File: config.mk
export PLATFORM = sky130hd
export DESIGN_NAME = stereo_hard_clip_distortion_core
export DESIGN_NICKNAME = d
export VERILOG_FILES = /design/src/rtl/core/shcd_pkg.sv /design/src/rtl/core/stereo_hard_clip_distortion_core.sv /design/src/rtl/core/shcd_datapath.sv /design/src/rtl/core/shcd_ctrl.sv
export SDC_FILE = /design/constraint.sdc
export NUM_CORES = 2
export LEC_CHECK = 0
export ABC_AREA = 0
export BUFFER_PORTS_ARGS = -buffer_cell sky130_fd_sc_hd__buf_2
export CAP_MARGIN = 30
export CELL_PAD_IN_SITES_DETAIL_PLACEMENT = 0
export CELL_PAD_IN_SITES_GLOBAL_PLACEMENT = 1
export CORE_AREA = 8 8 332 334
export CTS_BUF_LIST = sky130_fd_sc_hd__clkbuf_2
export DETAILED_ROUTE_END_ITERATION = 8
export DIE_AREA = 0 0 340 342
export GPL_TIMING_DRIVEN = 0
export PLACE_DENSITY_LB_ADDON = 0.1
export SYNTH_ARGS = -nofsm -noshare
export SYNTH_HDL_FRONTEND = slang
export SYNTH_SLANG_ARGS = --single-unit
File: constraint.sdc
create_clock -name clk -period 12.3 [get_ports clk]
set_clock_uncertainty 0.2 [all_clocks]
set_input_delay 1.23 -clock clk [delete_from_list [all_inputs] [get_ports clk]]
set_output_delay 1.23 -clock clk [all_outputs]
set_load 0.05 [all_outputs]
File: src/rtl/core/shcd_pkg.sv
// ============================================================================
// shcd_pkg: shared types and constants of the stereo hard-clip distortion
// Operation codes, controller-to-datapath command word, register indexes
// and the fixed widths of the internal Q1.31 arithmetic.
// ============================================================================
package shcd_pkg;

    // Configuration port
    localparam int CFG_DATA_W = 16;
    localparam int CFG_IDX_W  = 2;

    localparam logic [CFG_IDX_W-1:0] REG_HIGHPASS = 2'd0;
    localparam logic [CFG_IDX_W-1:0] REG_DRIVE    = 2'd1;
    localparam logic [CFG_IDX_W-1:0] REG_PRECLIP  = 2'd2;
    localparam logic [CFG_IDX_W-1:0] REG_POSTCLIP = 2'd3;

    localparam logic [CFG_DATA_W-1:0] HIGHPASS_RESET = 16'd300;
    localparam logic [CFG_DATA_W-1:0] DRIVE_RESET    = 16'd25600;
    localparam logic [CFG_DATA_W-1:0] PRECLIP_RESET  = 16'd6516;
    localparam logic [CFG_DATA_W-1:0] POSTCLIP_RESET = 16'd5738;

    // Internal levels: Q1.31 for full scale, Q9.31 for the pre-clip level
    localparam int LVL_W  = 32;
    localparam int PRE_W  = 40;
    localparam int DRV_SHIFT = 8;

    // Shared multiplier: signed A times signed B
    localparam int MUL_A_W = PRE_W + 1;
    localparam int MUL_B_W = CFG_DATA_W + 1;
    localparam int PROD_W  = MUL_A_W + MUL_B_W;

    // Output level 0.26 in Q0.16
    localparam int OUT_LEVEL_SHIFT = 16;
    localparam logic [MUL_B_W-1:0] OUT_LEVEL = 17'd17039;

    typedef enum logic [3:0] {
        OP_NONE,
        OP_DC_MUL,
        OP_DC_UPD,
        OP_DRV_MUL,
        OP_DRV_SAT,
        OP_PRE_MUL,
        OP_PRE_UPD,
        OP_POST_MUL,
        OP_POST_UPD,
        OP_OUT_MUL,
        OP_OUT_WR
    } op_t;

    typedef struct packed {
        logic capture;
        logic ch;
        op_t  op;
    } cmd_t;

endpackage

File: src/rtl/core/stereo_hard_clip_distortion_core.sv
// ============================================================================
// stereo_hard_clip_distortion_core: stereo one-pole filtered hard clipper
// Top level joining the step sequencer and the shared-multiplier datapath.
// ============================================================================
// Usage:
//   The input channel (in_valid/in_ready, left_sample, right_sample) takes one
//   stereo word of signed Q1.23 samples. The output channel (out_valid/
//   out_ready, left_out, right_out) returns one distorted stereo word for each
//   input word, in order.
//   Each channel runs: DC-blocking high-pass, drive gain with saturation,
//   pre-clip low-pass, hard clip to full scale, post-clip low-pass, level 0.26.
//   Throughput: the result of an accepted word becomes valid when in_ready
//   rises again, so a new word is taken only once the last one is through.
//   The pace is set by the single shared multiplier: ten steps per channel, a
//   multiply followed by an update for each filter, the drive saturation and
//   the output scaling.
//   A finished word sits in the output register; the next input word is taken
//   and processed meanwhile. If the receiver still stalls when the next
//   result is ready, the sequencer holds on its last step until the output
//   register frees up.
//   Reset clears all filter levels to zero, loads the default coefficients
//   and drive, and drops any word in flight.
//   Configuration (cfg_we, cfg_index, cfg_data) is to be written only while
//   idle (the block does not enforce it); indexes above three are ignored.
// ============================================================================
module stereo_hard_clip_distortion_core #(
    parameter int SAMPLE_BITS = 24,
    parameter int COEF_BITS   = 16
) (
    input  logic                            clk,
    input  logic                            rst_n,
    input  logic                            cfg_we,
    input  logic [shcd_pkg::CFG_IDX_W-1:0]  cfg_index,
    input  logic [shcd_pkg::CFG_DATA_W-1:0] cfg_data,
    input  logic                            in_valid,
    output logic                            in_ready,
    input  logic signed [SAMPLE_BITS-1:0]   left_sample,
    input  logic signed [SAMPLE_BITS-1:0]   right_sample,
    output logic                            out_valid,
    input  logic                            out_ready,
    output logic signed [SAMPLE_BITS-1:0]   left_out,
    output logic signed [SAMPLE_BITS-1:0]   right_out
);

    // Command word from sequencer to datapath: capture strobe, channel, step
    shcd_pkg::cmd_t cmd;

    shcd_ctrl u_ctrl (
        .clk       (clk),
        .rst_n     (rst_n),
        .in_valid  (in_valid),
        .in_ready  (in_ready),
        .out_valid (out_valid),
        .out_ready (out_ready),
        .cmd       (cmd)
    );

    shcd_datapath #(
        .SAMPLE_BITS (SAMPLE_BITS),
        .COEF_BITS   (COEF_BITS)
    ) u_datapath (
        .clk          (clk),
        .rst_n        (rst_n),
        .cfg_we       (cfg_we),
        .cfg_index    (cfg_index),
        .cfg_data     (cfg_data),
        .left_sample  (left_sample),
        .right_sample (right_sample),
        .cmd          (cmd),
        .left_out     (left_out),
        .right_out    (right_out)
    );

endmodule

File: src/rtl/core/shcd_datapath.sv
// ============================================================================
// shcd_datapath: shared-multiplier datapath of the stereo hard-clip distortion
// Holds the configuration registers, the per-channel filter levels and one
// registered multiplier that every filter step goes through.
// ============================================================================
module shcd_datapath #(
    parameter int SAMPLE_BITS = 24,
    parameter int COEF_BITS   = 16
) (
    input  logic                            clk,
    input  logic                            rst_n,
    input  logic                            cfg_we,
    input  logic [shcd_pkg::CFG_IDX_W-1:0]  cfg_index,
    input  logic [shcd_pkg::CFG_DATA_W-1:0] cfg_data,
    input  logic signed [SAMPLE_BITS-1:0]   left_sample,
    input  logic signed [SAMPLE_BITS-1:0]   right_sample,
    input  shcd_pkg::cmd_t                  cmd,
    output logic signed [SAMPLE_BITS-1:0]   left_out,
    output logic signed [SAMPLE_BITS-1:0]   right_out
);

    localparam int LVL_W   = shcd_pkg::LVL_W;
    localparam int PRE_W   = shcd_pkg::PRE_W;
    localparam int A_W     = shcd_pkg::MUL_A_W;
    localparam int B_W     = shcd_pkg::MUL_B_W;
    localparam int P_W     = shcd_pkg::PROD_W;
    localparam int CW      = shcd_pkg::CFG_DATA_W;
    localparam int IN_SHIFT  = LVL_W - SAMPLE_BITS;
    localparam int OUT_SHIFT = shcd_pkg::OUT_LEVEL_SHIFT + LVL_W - SAMPLE_BITS;
    localparam logic [CW-1:0] COEF_MASK =
        (COEF_BITS >= CW) ? {CW{1'b1}} : CW'((32'd1 << COEF_BITS) - 32'd1);
    localparam logic signed [PRE_W-1:0] PRE_MAX = {1'b0, {(PRE_W-1){1'b1}}};
    localparam logic signed [PRE_W-1:0] PRE_MIN = {1'b1, {(PRE_W-1){1'b0}}};
    localparam logic signed [LVL_W-1:0] CLIP_MAX = {1'b0, {(LVL_W-1){1'b1}}};
    localparam logic signed [LVL_W-1:0] CLIP_MIN = {1'b1, {(LVL_W-1){1'b0}}};

    // Configuration
    logic [CW-1:0] hp_coef_reg;
    logic [CW-1:0] drive_reg;
    logic [CW-1:0] pre_coef_reg;
    logic [CW-1:0] post_coef_reg;

    // Per-channel state
    logic signed [LVL_W-1:0] dc_reg   [2];
    logic signed [PRE_W-1:0] pre_reg  [2];
    logic signed [LVL_W-1:0] post_reg [2];

    // Working registers
    logic signed [LVL_W-1:0]       x_reg    [2];
    logic signed [P_W-1:0]         prod_reg;
    logic signed [PRE_W-1:0]       drv_reg;
    logic signed [SAMPLE_BITS-1:0] hold_reg;
    logic signed [SAMPLE_BITS-1:0] left_out_reg;
    logic signed [SAMPLE_BITS-1:0] right_out_reg;

    logic signed [LVL_W-1:0]       x_cur;
    logic signed [LVL_W-1:0]       dc_cur;
    logic signed [PRE_W-1:0]       pre_cur;
    logic signed [LVL_W-1:0]       post_cur;
    logic signed [LVL_W:0]         hp_diff;
    logic signed [LVL_W:0]         post_diff;
    logic signed [LVL_W-1:0]       clip_val;
    logic signed [A_W-1:0]         mul_a;
    logic signed [B_W-1:0]         mul_b;
    logic signed [P_W-1:0]         prod_next;
    logic signed [P_W-1:0]         prod_coef;
    logic signed [P_W-1:0]         prod_drv;
    logic signed [P_W-1:0]         prod_out;
    logic signed [LVL_W-1:0]       dc_next;
    logic signed [PRE_W-1:0]       pre_next;
    logic signed [LVL_W-1:0]       post_next;
    logic signed [PRE_W-1:0]       drv_next;
    logic signed [LVL_W-1:0]       x_left_next;
    logic signed [LVL_W-1:0]       x_right_next;

    always_comb
    begin
        x_cur    = x_reg[cmd.ch];
        dc_cur   = dc_reg[cmd.ch];
        pre_cur  = pre_reg[cmd.ch];
        post_cur = post_reg[cmd.ch];

        x_left_next  = LVL_W'(left_sample)  <<< IN_SHIFT;
        x_right_next = LVL_W'(right_sample) <<< IN_SHIFT;

        hp_diff = {x_cur[LVL_W-1], x_cur} - {dc_cur[LVL_W-1], dc_cur};

        // Hard clip to full scale
        if (pre_cur[PRE_W-1:LVL_W-1] != {(PRE_W-LVL_W+1){pre_cur[PRE_W-1]}})
        begin
            clip_val = pre_cur[PRE_W-1] ? CLIP_MIN : CLIP_MAX;
        end
        else
        begin
            clip_val = pre_cur[LVL_W-1:0];
        end

        post_diff = {clip_val[LVL_W-1], clip_val} - {post_cur[LVL_W-1], post_cur};

        // Operand select for the shared multiplier
        mul_a = '0;
        mul_b = '0;
        unique case (cmd.op)
            shcd_pkg::OP_DC_MUL:
            begin
                mul_a = A_W'(hp_diff);
                mul_b = {1'b0, hp_coef_reg & COEF_MASK};
            end
            shcd_pkg::OP_DRV_MUL:
            begin
                mul_a = A_W'(hp_diff);
                mul_b = {1'b0, drive_reg};
            end
            shcd_pkg::OP_PRE_MUL:
            begin
                mul_a = {drv_reg[PRE_W-1], drv_reg} - {pre_cur[PRE_W-1], pre_cur};
                mul_b = {1'b0, pre_coef_reg & COEF_MASK};
            end
            shcd_pkg::OP_POST_MUL:
            begin
                mul_a = A_W'(post_diff);
                mul_b = {1'b0, post_coef_reg & COEF_MASK};
            end
            shcd_pkg::OP_OUT_MUL:
            begin
                mul_a = A_W'(post_cur);
                mul_b = shcd_pkg::OUT_LEVEL;
            end
            default:
            begin
                mul_a = '0;
                mul_b = '0;
            end
        endcase
        prod_next = mul_a * mul_b;

        // Level updates from the registered product
        prod_coef = prod_reg >>> COEF_BITS;
        prod_drv  = prod_reg >>> shcd_pkg::DRV_SHIFT;
        prod_out  = prod_reg >>> OUT_SHIFT;
        dc_next   = dc_cur + prod_coef[LVL_W-1:0];
        pre_next  = pre_cur + prod_coef[PRE_W-1:0];
        post_next = post_cur + prod_coef[LVL_W-1:0];

        // Saturate the driven value to the pre-clip accumulator range
        if (prod_drv[P_W-1:PRE_W-1] != {(P_W-PRE_W+1){prod_drv[P_W-1]}})
        begin
            drv_next = prod_drv[P_W-1] ? PRE_MIN : PRE_MAX;
        end
        else
        begin
            drv_next = prod_drv[PRE_W-1:0];
        end
    end

    always_ff @(posedge clk or negedge rst_n)
    begin
        if (!rst_n)
        begin
            hp_coef_reg   <= shcd_pkg::HIGHPASS_RESET;
            drive_reg     <= shcd_pkg::DRIVE_RESET;
            pre_coef_reg  <= shcd_pkg::PRECLIP_RESET;
            post_coef_reg <= shcd_pkg::POSTCLIP_RESET;
            for (int i = 0; i < 2; i++)
            begin
                dc_reg[i]   <= '0;
                pre_reg[i]  <= '0;
                post_reg[i] <= '0;
            end
        end
        else
        begin
            if (cfg_we)
            begin
                unique case (cfg_index)
                    shcd_pkg::REG_HIGHPASS: hp_coef_reg   <= cfg_data;
                    shcd_pkg::REG_DRIVE:    drive_reg     <= cfg_data;
                    shcd_pkg::REG_PRECLIP:  pre_coef_reg  <= cfg_data;
                    shcd_pkg::REG_POSTCLIP: post_coef_reg <= cfg_data;
                    default:                hp_coef_reg   <= hp_coef_reg;
                endcase
            end
            if (cmd.op == shcd_pkg::OP_DC_UPD)
            begin
                dc_reg[cmd.ch] <= dc_next;
            end
            if (cmd.op == shcd_pkg::OP_PRE_UPD)
            begin
                pre_reg[cmd.ch] <= pre_next;
            end
            if (cmd.op == shcd_pkg::OP_POST_UPD)
            begin
                post_reg[cmd.ch] <= post_next;
            end
        end
    end

    // Payload registers
    always_ff @(posedge clk)
    begin
        if (cmd.capture)
        begin
            x_reg[0] <= x_left_next;
            x_reg[1] <= x_right_next;
        end
        // Hold the product while the sequencer waits on the output register
        if (cmd.op != shcd_pkg::OP_NONE)
        begin
            prod_reg <= prod_next;
        end
        if (cmd.op == shcd_pkg::OP_DRV_SAT)
        begin
            drv_reg <= drv_next;
        end
        if (cmd.op == shcd_pkg::OP_OUT_WR)
        begin
            if (cmd.ch)
            begin
                left_out_reg  <= hold_reg;
                right_out_reg <= prod_out[SAMPLE_BITS-1:0];
            end
            else
            begin
                hold_reg <= prod_out[SAMPLE_BITS-1:0];
            end
        end
    end

    assign left_out  = left_out_reg;
    assign right_out = right_out_reg;

endmodule

File: src/rtl/core/shcd_ctrl.sv
// ============================================================================
// shcd_ctrl: step sequencer of the stereo hard-clip distortion
// Walks ten datapath steps per channel, left then right, and owns the
// input and output handshakes.
// ============================================================================
module shcd_ctrl (
    input  logic           clk,
    input  logic           rst_n,
    input  logic           in_valid,
    output logic           in_ready,
    output logic           out_valid,
    input  logic           out_ready,
    output shcd_pkg::cmd_t cmd
);

    typedef enum logic [10:0] {
        ST_IDLE     = 11'b000_0000_0001,
        ST_DC_MUL   = 11'b000_0000_0010,
        ST_DC_UPD   = 11'b000_0000_0100,
        ST_DRV_MUL  = 11'b000_0000_1000,
        ST_DRV_SAT  = 11'b000_0001_0000,
        ST_PRE_MUL  = 11'b000_0010_0000,
        ST_PRE_UPD  = 11'b000_0100_0000,
        ST_POST_MUL = 11'b000_1000_0000,
        ST_POST_UPD = 11'b001_0000_0000,
        ST_OUT_MUL  = 11'b010_0000_0000,
        ST_OUT_WR   = 11'b100_0000_0000
    } state_t;

    state_t state_reg;
    state_t state_next;
    logic   ch_reg;
    logic   ch_next;
    logic   out_valid_reg;
    logic   out_valid_next;
    logic   out_free;

    assign in_ready  = (state_reg == ST_IDLE);
    assign out_valid = out_valid_reg;
    assign out_free  = !out_valid_reg || out_ready;

    always_comb
    begin
        state_next     = state_reg;
        ch_next        = ch_reg;
        out_valid_next = out_valid_reg && !out_ready;
        cmd.capture    = 1'b0;
        cmd.ch         = ch_reg;
        cmd.op         = shcd_pkg::OP_NONE;
        unique case (state_reg)
            ST_IDLE:
            begin
                cmd.capture = in_valid;
                ch_next     = 1'b0;
                if (in_valid)
                begin
                    state_next = ST_DC_MUL;
                end
            end
            ST_DC_MUL:
            begin
                cmd.op     = shcd_pkg::OP_DC_MUL;
                state_next = ST_DC_UPD;
            end
            ST_DC_UPD:
            begin
                cmd.op     = shcd_pkg::OP_DC_UPD;
                state_next = ST_DRV_MUL;
            end
            ST_DRV_MUL:
            begin
                cmd.op     = shcd_pkg::OP_DRV_MUL;
                state_next = ST_DRV_SAT;
            end
            ST_DRV_SAT:
            begin
                cmd.op     = shcd_pkg::OP_DRV_SAT;
                state_next = ST_PRE_MUL;
            end
            ST_PRE_MUL:
            begin
                cmd.op     = shcd_pkg::OP_PRE_MUL;
                state_next = ST_PRE_UPD;
            end
            ST_PRE_UPD:
            begin
                cmd.op     = shcd_pkg::OP_PRE_UPD;
                state_next = ST_POST_MUL;
            end
            ST_POST_MUL:
            begin
                cmd.op     = shcd_pkg::OP_POST_MUL;
                state_next = ST_POST_UPD;
            end
            ST_POST_UPD:
            begin
                cmd.op     = shcd_pkg::OP_POST_UPD;
                state_next = ST_OUT_MUL;
            end
            ST_OUT_MUL:
            begin
                cmd.op     = shcd_pkg::OP_OUT_MUL;
                state_next = ST_OUT_WR;
            end
            ST_OUT_WR:
            begin
                if (!ch_reg)
                begin
                    cmd.op     = shcd_pkg::OP_OUT_WR;
                    ch_next    = 1'b1;
                    state_next = ST_DC_MUL;
                end
                else if (out_free)
                begin
                    // Load the output word; hold here while the receiver stalls
                    cmd.op         = shcd_pkg::OP_OUT_WR;
                    out_valid_next = 1'b1;
                    state_next     = ST_IDLE;
                end
            end
            default:
            begin
                state_next = ST_IDLE;
            end
        endcase
    end

    always_ff @(posedge clk or negedge rst_n)
    begin
        if (!rst_n)
        begin
            state_reg     <= ST_IDLE;
            ch_reg        <= 1'b0;
            out_valid_reg <= 1'b0;
        end
        else
        begin
            state_reg     <= state_next;
            ch_reg        <= ch_next;
            out_valid_reg <= out_valid_next;
        end
    end

endmodule
* After elaboration in Yosys (flattened, before gate mapping)
Memories as Yosys holds them, arrays and structs flattened. Cells that the tools add are included.
Operators by class: magnitude comparators 2, multipliers 1, multiplexer cells 36, reduce and logical (&&, ||, !) cells 16, divide/modulo/power cells 0, shifts and indexed selects 0, eq/ne operators 28, add/subtract/negate cells 6, bitwise operators 2
Operator list (count):
- $mux W32 | 9
- $mux W40 | 6
- $pmux W41 S4 | 1
- $bwmux W64 | 2
- $pmux W11 S11 | 1
- $bwmux W80 | 1
- $pmux W16 S5 | 1
- $sub A32 B32 Y33 | 2
- $add A32 B32 Y32 | 2
- $mul A41 B17 Y58 | 1
- $sub A40 B40 Y41 | 1
- $add A40 B40 Y40 | 1
- $demux W40 S1 | 1
- $pmux W4 S10 | 1
- $mux W11 | 3
- $demux W32 S1 | 1
- $eq A4 B3 Y1 const B | 4
- $reduce_and A2 Y1 | 7
- $eq A4 B4 Y1 const B | 3
- $eq A11 B1 Y1 const B | 1
- $eq A11 B10 Y1 const B | 1
- $eq A11 B11 Y1 const B | 1
- $eq A11 B2 Y1 const B | 1
- $eq A11 B3 Y1 const B | 1
- other kinds (28) | 38
Storage, ports and cells: word-level logic and storage cells 110, latch bits 0, ROM bits 0, bits in writable memories 48, memories 1, input bits 71, register bits after elaboration 455
Memories:
- u_datapath.x_reg | words 2, width 24, read ports 1, clocked after memory_dff 0, wr ports 2, line shcd_datapath.sv:49 | logic signed [LVL_W-1:0] x_reg [2];

* Depth between registers and ports, before layout
word-level depth 9, depth in mapped cells 48, mapped depth without buffers 43

* Cells and area by module
Synthesis repeated with hierarchy kept, for this count alone.
Unflattened totals: cells, all modules 5452, area, all modules 52457.8 um^2
Modules (own cells, without submodules):
- shcd_datapath | times used 1, area an instance 51602.0 um^2, cells an instance 5365, seq. area each 13138.9 um^2
- shcd_ctrl | times used 1, area an instance 855.8 um^2, cells an instance 87, seq. area each 326.6 um^2

* Worst setup path before layout
No wires, ideal clock.
path type flip-flop to flip-flop, from register u_ctrl.ch_reg, to register u_datapath.prod_reg[54] (data pin), stages on the path, launching flop included 44, buffers on the path 8, required time 11842 ps, library setup time 258 ps, slack 1031 ps, data arrival time 10811 ps, cells stage by stage dfrtp_1 -> buf_6 -> buf_6 -> buf_2 -> buf_2 -> buf_2 -> clkbuf_1 -> buf_1 -> mux2i_1 -> a21oi_1 -> fa_1 -> a21oi_1 -> nor3b_1 -> o31ai_2 -> a31oi_1 -> a211oi_1 -> o21ai_0 -> a2111oi_0 -> [... 8 more ...] -> fa_1 -> fa_1 -> inv_1 -> fa_1 -> inv_1 -> ha_1 -> clkbuf_1 -> a21oi_1 -> o21ai_0 -> a41oi_1 -> nor4_1 -> nand3_1 -> a221oi_1 -> o21bai_1 -> o31a_1 -> o21bai_1 -> a21oi_1 -> xnor2_1
On the way: word-level cells in the longest chain between the ends 9
Ends and longest elaborated chain:
- start, declared | line shcd_ctrl.sv:32 | logic ch_reg;
- start signal, assigned | line shcd_ctrl.sv:139 | ch_reg <= ch_next;
- $not A1 Y2 (not written as such) | line shcd_datapath.sv:79, shcd_datapath.sv:80, shcd_datapath.sv:81
- $mux W40 (not written as such) (3 in a row) | line shcd_datapath.sv:80 | pre_cur = pre_reg[cmd.ch];
- $ne A8 B8 Y1 or $mux W32 (tied branches) | line shcd_datapath.sv:89, shcd_datapath.sv:91
- $mux W32 | line shcd_datapath.sv:89 | if (pre_cur[PRE_W-1:LVL_W-1] != {(PRE_W-LVL_W+1){pre_cur[PRE_W-1]}})
- $sub A32 B32 Y33 | line shcd_datapath.sv:98 | post_diff = {clip_val[LVL_W-1], clip_val} - {post_cur[LVL_W-1], post_cur};
- $pmux W41 S4 | line shcd_datapath.sv:103 | unique case (cmd.op)
- $mul A41 B17 Y58 * | line shcd_datapath.sv:135 | prod_next = mul_a * mul_b;
- net u_datapath.prod_next[54] | line shcd_datapath.sv:65 | logic signed [P_W-1:0] prod_next;
- end signal, assigned | line shcd_datapath.sv:209 | prod_reg <= prod_next;
- end, declared | line shcd_datapath.sv:50 | logic signed [P_W-1:0] prod_reg;
Mark *: on every way through the listed nets, which the timed path passes. The rest lies on a longest branch. The select of a mux whose other input is x is not followed. A chain may end at the register's enable or synchronous reset.

* Final worst setup path
Ends and elaborated chain as after synthesis.

==> run_results.csv <==
group,metric,value,unit
outcome,status,"completed",
final_layout,nets,6906,
global_route,grt_pass1_vias,42600,
final_layout,final_cell_count_no_fill,7393,
detailed_routing,wl,182,mm
detailed_routing,avgViaCountPerCell,5.65,
sta,relSlewSlack,26.1,%
sta,fin_tns_setup,0,ns
power_and_ir_drop,power_density,138,nW/um^2
placed_design,io_buffers,120,
min_path,min-delay-path-class,"in2reg",
floorplanning,fp.coreArea,105000,um^2
global_route,grt_pass1_wl,271,mm
floorplanning,io_pins,121,
yosys,ys_ff_latch,495,
yosys,synthArstFlopShare,57.6,%
final_layout,final_cell_mix,"inv_1 (839), nand2_1 (759), fa_1 (614)",
sta,setup_viol,0,
power_and_ir_drop,ir_drop,0.000144,V
placed_design,hpwl,147,mm
final_layout,largest_register_ffs,80,
yosys,synth_ff_type,"dfrtp_1",
clocking,numClockSinks,495,
yosys,synth_edf_count,210,
clocking,cts_inserted_buffers,138,
sta,report.final.slew_viol_count,0,
worst_setup_path,start_kind,"flip-flop",
yosys,netlist_area,52000,um^2
worst_setup_path,crit_arrival,12.82,ns
worst_setup_path,critPathCaptureType,"flip-flop",
placed_design,placed_cell_area,55100,um^2
final_layout,stdcell_area,57900,um^2
worst_setup_path,path_class,"reg2reg",
clocking,clk_pin_slew_worst_paths,0.10,ns
yosys,synth_seq_area_share,25.9,%
placed_design,place_inst,7040,
worst_setup_path,crit_path_frequent_cell,"fa_1",
detailed_routing,dr.pass1.iters,8,
global_route,track_usage,31.1,%
worst_setup_path,cp_max_fo,10,
sta,post-route-min-period,11.97,ns
final_layout,synthToLayoutAreaGrowth,11.3,%
floorplanning,die_width,340,um
final_layout,drive_gt1_share,13.5,%
detailed_routing,drcViolationCount,0,
sta,timing_hold_violations_final,0,
final_layout,utilization,55.3,%
final_layout,fillers,9823,
clocking,clk_path_buf_depth,3,
yosys,syn-num-nets,6491,
detailed_routing,dr_total_vias,41800,
sta,whs,0.211,ns
clocking,insertion_delay,1.43,ns
detailed_routing,ant_nets,0,
clocking,h-tree-depth,4,
floorplanning,start_util,49.7,%
clocking,cts_tree,"done",
worst_setup_path,cp_slowest_cell,"fa_1",
global_route,antenna_found_initial,9,
run,maxCapViolCount,0,
worst_setup_path,cp_slowest_stage_delay,0.59,ns
sta,rsz0062_at_grt,"yes",
clocking,ctsRootBufferMaster,"clkbuf_2",
placed_design,place_ws,-3.16,ns
floorplanning,rows,119,
yosys,ys_types,101,
global_route,grt_max_degree,113,
detailed_routing,drt_iter0_markers,3221,
power_and_ir_drop,total_power,8.00,mW
final_layout,mostFrequentLayoutCell,"inv_1",
floorplanning,dieHeight,342,um
worst_setup_path,cp.required,13.14,ns
sta,setup_ws,0.329,ns
detailed_routing,avgRoutedWirePerCell,24.7,um
yosys,synth_cells,5471,
global_route,grt_overflow,0,
yosys,synth_area_per_cell,9.51,um^2
yosys,ys_warn_count,0,
placed_design,gp_congestion,0.964,
floorplanning,fp.dieArea,116000,um^2
power_and_ir_drop,p_leak,28.2,nW
sta,fmax,0.0835,GHz
sta,post-route-period-util,97.3,%
sta,worst_pin_slew,1.11,ns
[worst max-delay path: cells and delay by family, from the launching register on]
| kind | cells | cell delay, ns |
|---|---|---|
| AO/OA/AOI/OAI | 12 | 2.74 |
| AND/OR/NAND/NOR | 12 | 2.45 |
| XOR/XNOR | 1 | 0.14 |
| multiplexers | 1 | 0.30 |
| adder cells (fa/ha/maj) | 8 | 3.67 |
| buffers and inverters | 12 | 1.79 |
| flip-flops | 1 | 0.35 |
[cell type report]
| cell class | count | area [um^2] | area share, % |
|---|---|---|---|
| clock inverter | 44 | 259 | 0.447 |
| antenna | 5 | 12.5 | 0.0216 |
| sequential | 495 | 13500 | 23.3 |
| buffer | 217 | 1050 | 1.82 |
| timing repair buffer | 281 | 2250 | 3.88 |
| clock buffer | 207 | 1040 | 1.79 |
| multi-input combinational | 3913 | 34900 | 60.3 |
| tap | 1391 | 1740 | 3.01 |
| inverter | 840 | 3160 | 5.45 |
[routing by layer]
metal  vias to the layer above  GRT usage [%]  wire length [um]
met4                         4           13.8              9410
met2                      1625           50.9             83900
li1                      18900              -                 -
met5                         -              0                29
met3                       367           5.52             13500
met1                     20800           40.5             75500
[logic make-up (layout without fill, tap and decap cells)]
kind of cell,after synthesis,after routing,share of synthesized area (%)
DFF,495,495,25.9
muxes,253,253,5.25
xor gates and xnor gates,233,233,3.92
AOI/OAI and AO/OA,979,979,12.3
other,0,5,0
adders and majority gates,949,949,31.7
and+or+nand+nor,1499,1499,13.1
buffers and inverters,1063,1589,7.87
[synth_stat cells (17+ instances only)]
| cell | count | area share (%) |
|---|---|---|
| nor2b_1 | 37 | 0.44 |
| inv_1 | 840 | 6.1 |
| xnor2_1 | 140 | 2.4 |
| a31oi_1 | 34 | 0.41 |
| buf_1 | 20 | 0.14 |
| and3_1 | 19 | 0.23 |
| nor3_1 | 29 | 0.28 |
| ha_1 | 331 | 8.0 |
| fa_1 | 618 | 24 |
| nand2b_1 | 58 | 0.70 |
| edfxtp_1 | 210 | 12 |
| a211oi_1 | 17 | 0.25 |
| dfrtp_1 | 263 | 13 |
| nor2_1 | 286 | 2.1 |
| clkbuf_1 | 156 | 1.1 |
| a21oi_1 | 235 | 2.3 |
| buf_2 | 38 | 0.37 |
| nand3_1 | 53 | 0.51 |
| a21o_1 | 164 | 2.4 |
| nand2_1 | 759 | 5.5 |
| a22oi_1 | 34 | 0.49 |
| nand4_1 | 38 | 0.46 |
| xor2_1 | 93 | 1.6 |
| dfstp_2 | 22 | 1.1 |
| mux2_2 | 155 | 3.4 |
| o21bai_1 | 26 | 0.38 |
| o21ai_0 | 258 | 2.5 |
| and2_1 | 125 | 1.5 |
| o211ai_1 | 19 | 0.27 |
| mux2i_1 | 97 | 1.9 |
[timing repair]
item,CTS,global route
setup endpoints to repair,44,19
resized for setup,102,64
hold buffers,70,0
setup buffers,18,14
hold endpoints to repair,196,0
pin swaps,10,18
[path summary, 6_finish.rpt]
kind	start	endpoint	slack, ns	cells after the start
max	u_ctrl.ch_reg$_DFFE_PN0P_	u_datapath.prod_reg[54]$_DFFE_PP_	0.33	46
min	cfg_index[1]	u_datapath.hp_coef_reg[4]$_DFFE_PN0P_	0.21	3
max reg2reg	u_ctrl.ch_reg$_DFFE_PN0P_	u_datapath.prod_reg[54]$_DFFE_PP_	0.33	46
min reg2reg	u_datapath.hold_reg[0]$_DFFE_PP_	u_datapath.left_out[0]$_DFFE_PP_	0.22	0
max in group asynchronous	rst_n	u_datapath.pre_coef_reg[2]$_DFFE_PN1P_	9.54	5
min in group asynchronous	rst_n	u_datapath.post_reg[36]$_DFFE_PN0P_	0.72	3
[power breakdown]
part / switching, mW / internal, mW
registers: 0.241 / 1.98
logic: 2.82 / 1.72
clock network: 0.765 / 0.483
total: 3.82 / 4.18
(Power assumes the default switching activity.)
